### config.mk
export PLATFORM = sky130hd
export DESIGN_NAME = fpg_ctrl
export DESIGN_NICKNAME = d
export VERILOG_FILES = /design/src/rtl/core/fpg_pkg.sv /design/src/rtl/core/fpg_ctrl.sv
export SDC_FILE = /design/constraint.sdc
export NUM_CORES = 1
export LEC_CHECK = 0
export BUFFER_PORTS_ARGS = -buffer_cell sky130_fd_sc_hd__buf_2
export CAP_MARGIN = 40
export CORE_MARGIN = 2
export CORE_UTILIZATION = 48
export CTS_BUF_LIST = sky130_fd_sc_hd__clkbuf_4 sky130_fd_sc_hd__clkbuf_8
export CTS_CLUSTER_SIZE = 10
export DETAILED_ROUTE_END_ITERATION = 8
export PLACE_DENSITY = 0.81
export SETUP_SLACK_MARGIN = 0.3
export SYNTH_ARGS = -nofsm -noshare
export SYNTH_HDL_FRONTEND = slang
export SYNTH_SLANG_ARGS = --single-unit
### constraint.sdc
create_clock -name clk -period 2 [get_ports clk]
set_clock_uncertainty 0.2 [all_clocks]
set_input_delay 0.1 -clock clk [delete_from_list [all_inputs] [get_ports clk]]
set_output_delay 0.1 -clock clk [all_outputs]
set_load 0.02 [all_outputs]
### src/rtl/core/fpg_pkg.sv
// fpg_pkg: shared constants, opcode and state-machine types, and the
// command/status structs between the gravity-grid controller and datapath.
// No dependencies.
package fpg_pkg;

  // Grid geometry
  localparam int GRID_W = 320;
  localparam int GRID_H = 240;
  localparam int COL_AW = $clog2(GRID_W);
  localparam int ROW_AW = $clog2(GRID_H);

  // Payload widths of the channels
  localparam int OP_W     = 2;
  localparam int POS_X_W  = 9;
  localparam int POS_Y_W  = 8;
  localparam int RADIUS_W = 6;

  // Signed coordinate width (covers the largest grid plus blob offsets)
  localparam int CRD_W = 14;
  // Signed blob offset width (-31..30)
  localparam int OFS_W = 7;
  // Squared-distance width
  localparam int SQ_W  = 12;

  typedef enum logic [OP_W-1:0] {
    OP_BLOB = 2'd0,
    OP_GRAV = 2'd1,
    OP_READ = 2'd2,
    OP_NONE = 2'd3
  } op_t;

  typedef enum logic [12:0] {
    S_CLEAR   = 13'b0000000000001,
    S_IDLE    = 13'b0000000000010,
    S_G_START = 13'b0000000000100,
    S_G_BELOW = 13'b0000000001000,
    S_G_STEP  = 13'b0000000010000,
    S_G_TOP   = 13'b0000000100000,
    S_R_RD    = 13'b0000001000000,
    S_B_INIT  = 13'b0000010000000,
    S_B_ROW   = 13'b0000100000000,
    S_B_WAIT  = 13'b0001000000000,
    S_B_COL   = 13'b0010000000000,
    S_B_WR    = 13'b0100000000000,
    S_FINISH  = 13'b1000000000000
  } state_t;

  // Controller -> datapath
  typedef struct packed {
    logic capture;     // latch request payload
    logic clr_wr;      // clearing pass: zero one row
    logic grav_first;  // read bottom row, reset row counter
    logic grav_below;  // load bottom row, read the row above
    logic grav_step;   // settle one row pair
    logic grav_top;    // write back row 0
    logic cell_rd;     // read row of the addressed cell
    logic blob_init;   // dy to start of blob
    logic blob_row;    // read the blob row
    logic blob_load;   // load row buffer, dx to start
    logic blob_col;    // toggle one cell, dx advance
    logic blob_wr;     // write back the blob row
    logic dy_inc;      // next blob row
    logic res_load;    // load the result register
  } cmd_t;

  // Datapath -> controller
  typedef struct packed {
    op_t  op;
    logic half_zero;
    logic row_ok;
    logic dx_last;
    logic dy_last;
    logic row_zero;
    logic row_one;
  } status_t;

endpackage

### src/rtl/core/fpg_ctrl.sv
// fpg_ctrl: sequencer for clearing, gravity, blob toggle and cell read.
// Depends on fpg_pkg (state_t, cmd_t, status_t).
module fpg_ctrl import fpg_pkg::*; (
  input  logic    clk,
  input  logic    rst,
  input  logic    req_valid,
  output logic    req_ready,
  input  logic    rsp_ready,
  output logic    rsp_valid,
  input  status_t sts,
  output cmd_t    cmd
);

  state_t state, state_next;
  logic   out_valid;

  assign req_ready = (state == S_IDLE);
  assign rsp_valid = out_valid;

  // Next state and commands
  always_comb begin
    state_next = state;
    cmd        = '0;
    unique case (state)
      S_CLEAR: begin
        cmd.clr_wr = 1'b1;
        if (sts.row_zero) state_next = S_IDLE;
      end
      S_IDLE: begin
        if (req_valid) begin
          cmd.capture = 1'b1;
          state_next  = S_B_INIT; // refined once the op is latched
        end
      end
      S_B_INIT: begin
        // first cycle after capture: dispatch on the latched op
        unique case (sts.op)
          OP_BLOB: begin
            cmd.blob_init = 1'b1;
            state_next    = sts.half_zero ? S_FINISH : S_B_ROW;
          end
          OP_GRAV: begin
            cmd.grav_first = 1'b1;
            state_next     = S_G_BELOW;
          end
          OP_READ: begin
            cmd.cell_rd = 1'b1;
            state_next  = S_R_RD;
          end
          default: state_next = S_FINISH;
        endcase
      end
      S_G_START: begin
        cmd.grav_first = 1'b1;
        state_next     = S_G_BELOW;
      end
      S_G_BELOW: begin
        cmd.grav_below = 1'b1;
        state_next     = S_G_STEP;
      end
      S_G_STEP: begin
        cmd.grav_step = 1'b1;
        if (sts.row_one) state_next = S_G_TOP;
      end
      S_G_TOP: begin
        cmd.grav_top = 1'b1;
        state_next   = S_FINISH;
      end
      S_R_RD: begin
        state_next = S_FINISH;
      end
      S_B_ROW: begin
        if (sts.row_ok) begin
          cmd.blob_row = 1'b1;
          state_next   = S_B_WAIT;
        end else if (sts.dy_last) begin
          state_next = S_FINISH;
        end else begin
          cmd.dy_inc = 1'b1;
        end
      end
      S_B_WAIT: begin
        cmd.blob_load = 1'b1;
        state_next    = S_B_COL;
      end
      S_B_COL: begin
        cmd.blob_col = 1'b1;
        if (sts.dx_last) state_next = S_B_WR;
      end
      S_B_WR: begin
        cmd.blob_wr = 1'b1;
        if (sts.dy_last) begin
          state_next = S_FINISH;
        end else begin
          cmd.dy_inc = 1'b1;
          state_next = S_B_ROW;
        end
      end
      S_FINISH: begin
        if (!out_valid || rsp_ready) begin
          cmd.res_load = 1'b1;
          state_next   = S_IDLE;
        end
      end
      default: state_next = S_CLEAR;
    endcase
  end

  // State register; reset starts the clearing pass
  always_ff @(posedge clk) begin
    if (rst) state <= S_CLEAR;
    else     state <= state_next;
  end

  // Result register valid
  always_ff @(posedge clk) begin
    if (rst)               out_valid <= 1'b0;
    else if (cmd.res_load) out_valid <= 1'b1;
    else if (rsp_ready)    out_valid <= 1'b0;
  end

endmodule

==> results of run 1 <==
## repair_timing
item / in CTS
endpoints found under the hold margin: 4
pin swaps: 19
gates resized for setup: 60
setup endpoints to repair: 26
buffers inserted: 26
hold buffers: 4
## kinds of logic after synthesis
logic type             synth area share
AO/OA/AOI/OAI                     0.171
XOR/XNOR                         0.0345
buffers and inverters            0.0640
flip-flops                        0.256
AND/OR/NAND/NOR                   0.474
## per-stage QoR
stage,util,cells,instance area (um^2),setup slack [ps],TNS [ps]
2_1_floorplan,-,120,1080,106,0
3_3_place_gp,0.672,183,1330,54.2,0
3_5_place_dp,0.672,183,1330,17.1,0
4_1_cts,0.907,217,1800,-187,-1040
## per-layer routing
metal / GRT overflow / track usage
met5: 0 / 0
met4: 10 / 0.731
met3: 0 / 0.318
met2: 15 / 0.890
met1: 0 / 0.701
==> impl_metrics.toml, run 1 <==
[place]
hpwl_um = 2290
gp_congestion = 0.937
port_buffers = 27

[floorplanning]
die_h_um = 50.0
initial_core_util = 0.513
rows = 16
die_x_um = 50.0
io_pins = 28

[outcome]
status = "stopped before the end"
error_line = "[ERROR GRT-0232] Routing congestion too high. Check the congestion heatmap in the GUI."
haltStage = "global routing"

[synthesis]
synth_seq_cells = 13
yosys.cell_count.top_type = "dfxtp_1"
yosysWarnings = 0
synth_fp_nets = 132
syn_inst = 120
avgSynthCellArea_um2 = 8.47
ys_top_cells_by_count = "dfxtp_1 (13), nor2_1 (9), a21oi_1 (8)"
synthArstFlopShare = 0
netlist_area_mm2 = 0.00102
synth_edf_count = 0
synth_seq_area_share = 0.256
synth.distinct_cells = 43
synth_area_leaders = "dfxtp_1 (26%), nor4_2 (6.2%), nor4_4 (4.2%)"
synth_top_area_share = 0.256
yosys_most_used_dff = "dfxtp_1"
yosys.area.top_type = "dfxtp_1"

[timing]
worst_endpoint_kind = "top-level output"
worst_endpoint = "cmd[9]"

[cts]
clk_path_buf_depth = 2
numCtsBuffers = 3
htreeDepth = 1
cts_root_buf = "clkbuf_4"
cts_sinks = 13

[grt]
grt_overflow = 25
grt_start_max_net_pins = 12
grtUsageTotal = 0.661
==> inputs of run 2 (changes only) <==
==> config.mk (replaced) <==
export PLATFORM = sky130hd
export DESIGN_NAME = fpg_ctrl
export DESIGN_NICKNAME = d
export VERILOG_FILES = /design/src/rtl/core/fpg_pkg.sv /design/src/rtl/core/fpg_ctrl.sv
export SDC_FILE = /design/constraint.sdc
export NUM_CORES = 1
export LEC_CHECK = 0
export BUFFER_PORTS_ARGS = -buffer_cell sky130_fd_sc_hd__buf_2
export CAP_MARGIN = 40
export CORE_AREA = 2 2 63 65
export DETAILED_ROUTE_END_ITERATION = 8
export DIE_AREA = 0 0 65 67
export PLACE_DENSITY_LB_ADDON = 0.15
export SYNTH_ARGS = -nofsm -noshare
export SYNTH_HDL_FRONTEND = slang
export SYNTH_SLANG_ARGS = --single-unit
==> constraint.sdc (replaced) <==
create_clock -name clk -period 2.6 [get_ports clk]
set_clock_uncertainty 0.2 [all_clocks]
set_input_delay 0.13 -clock clk [delete_from_list [all_inputs] [get_ports clk]]
set_output_delay 0.13 -clock clk [all_outputs]
set_load 0.02 [all_outputs]
==> run 2 against run 1 <==
The flow now finishes without violations. Area after synthesis is the same. Synthesized cell count is the same.
==> impl_metrics.toml, run 2 <==
[cts]
numCtsBuffers = 3
clk-insertion-delay-late_ps = 250
cts_sinks = 13
cts_root_buf = "clkbuf_8"
ctsHoldBuffers = 4
cts_resized = 0
cts_tree = "built"
htreeDepth = 1
cts_setup_buffers = 0
clkSlewWorstSetupHoldPaths_ps = 60
clk_path_buf_depth = 2

[grt]
grt_pass1_wl_um = 4750
grt_start_max_net_pins = 12
grt_overflow = 0
grt_pass1_vias = 970
grtUsageTotal = 0.144
antenna_found_initial = 0

[place]
gp_congestion = 0.792
place_ws_ps = 366
hpwl_um = 2180
placedCellCount = 190
port_buffers = 27

[timing]
finalCritPeriodShare = 0.906
tns_ps = 0
final_hold_viol_count = 0
setup_viol = 0
finalWorstPathRequiredPeriod_ps = 2360
rsz0062_at_grt = "no"
maxSlewHeadroom = 0.657
setup_ws_ps = 244
maxSlewViolCount = 0
worstMarginPinSlew_ps = 514
fmax_mhz = 424

[synthesis]
yosys.area.top_type = "dfxtp_1"
synth_edf_count = 0
syn_inst = 120
synth_seq_area_share = 0.256
synth_area_leaders = "dfxtp_1 (26%), nor4_2 (6.2%), nor4_4 (4.2%)"
avgSynthCellArea_um2 = 8.47
yosys_most_used_dff = "dfxtp_1"
synth_seq_cells = 13
synthArstFlopShare = 0
yosys.cell_count.top_type = "dfxtp_1"
synth.distinct_cells = 43
ys_top_cells_by_count = "dfxtp_1 (13), nor2_1 (9), a21oi_1 (8)"
synth_top_area_share = 0.256
synth_fp_nets = 132
netlist_area_mm2 = 0.00102
yosysWarnings = 0

[final_layout]
fin_nets = 163
n_antenna_cell = 0
area_growth_pct = 24.5
layout_common_cells = "buf_2 (27), dfxtp_1 (13), nor2_1 (9)"
layout_commonest_cell = "buf_2"
drive_gt1_frac = 0.307
largest_register = "state"
largest_reg_flops = 12
n_fill_cell = 383
stdcell_count = 198
final_core_util = 0.351

[critical_path]
path_delay_family = "simple AND/OR/NAND/NOR gates"
critPathMaxStageDelay_ps = 520
critPathCaptureType = "output pin"
r2r_cells = 5
rr_startpoint = "state[1]"
crit_arrival_ps = 2030
start_kind = "register"
critical_path_required_ps = 2270
path_max_fanout = 11
cp_num_buf_inv = 1
cp_slowest_cell = "nor4_4"
crit_type = "reg -> out"
regToRegSetupSlack_ps = 330
cp_cell_sequence = "nor4_4 -> nand3b_2 -> nor4_2 -> buf_2"
r2r_end = "state[7]"

[floorplanning]
die_h_um = 67
core_area_mm2 = 0.00361
initial_core_util = 0.282
rows = 22
die_area_mm2 = 0.00436
io_pins = 28
die_x_um = 65

[route]
drt-total-wl_um = 2810
drt-initial-drc-count = 43
viasPerCell = 5.01
wl_per_cell_um = 14.2
drt_first_pass_iters = 4
ant_nets = 0
vias = 991
drc = 0

[hold_path]
min-delay-start = "rst"
hold_depth = 2
min_to = "state[8]"
hold_class = "in -> reg"

[pwr]
max-vdd-ir-drop_uv = 140
p_leak_nw = 0.507
p_per_area_mw_per_mm2 = 551

[outcome]
status = "complete, no violations"

[run]
maxCapViolCount = 0
run 2: cell counts after synthesis:
Identical to the previous run, type by type.
run 2: cell type report:
| class | count | area, um^2 | share of cell area |
|---|---|---|---|
| clock buffer | 4 | 45.0 | 0.0356 |
| inverter | 7 | 26.3 | 0.0208 |
| multi-input combinational | 94 | 691 | 0.546 |
| sequential | 13 | 260 | 0.206 |
| tap | 48 | 60.1 | 0.0475 |
| timing repair buffer | 32 | 183 | 0.144 |
run 2: cells by family after synthesis:
kind of cell | Yosys count | share of synthesized area
buf+inv | 13 | 0.0640
compound gates | 24 | 0.171
flops | 13 | 0.256
simple gates | 66 | 0.474
xor+xnor | 4 | 0.0345
run 2: how the worst max path moves through the flow:
stage / start / endpoint / slack [ps] / cells past startpoint
after global placement: state[1] / state[7] / 360 / 5
final: state[1] / cmd[6] / 240 / 4
after global routing: state[1] / cmd[11] / 90 / 4
after CTS: state[1] / cmd[6] / 240 / 4
after floorplan: state[11] / state[9] / 580 / 4
after detailed placement: state[1] / state[6] / 370 / 5
run 2: layer usage:
| metal | part of all wire | track usage |
|---|---|---|
| met3 | 0.037 | 0.0220 |
| met2 | 0.45 | 0.226 |
| met4 | 0.020 | 0.0718 |
| met5 | 0 | 0 |
| met1 | 0.49 | 0.193 |
run 2: metrics by stage:
| step | total power, mW | hold WS [ps] | instance area, um^2 |
|---|---|---|---|
| 2_1_floorplan | 0.437 | 73.1 | 1020 |
| 3_3_place_gp | 0.508 | 213 | 1180 |
| 3_5_place_dp | 0.509 | 235 | 1180 |
| 4_1_cts | 0.699 | 31.1 | 1260 |
| 5_1_grt | 0.736 | 71.2 | 1260 |
| 6_report | 0.696 | 30.5 | 1260 |
run 2: power by group:
group | switching, mW | internal (mW) | total, mW | leakage (nW)
Clock | 0.0766 | 0.108 | 0.185 | 0.0228
Combinational | 0.148 | 0.109 | 0.257 | 0.379
Sequential | 0.0427 | 0.212 | 0.255 | 0.105
(Power assumes the default switching activity.)
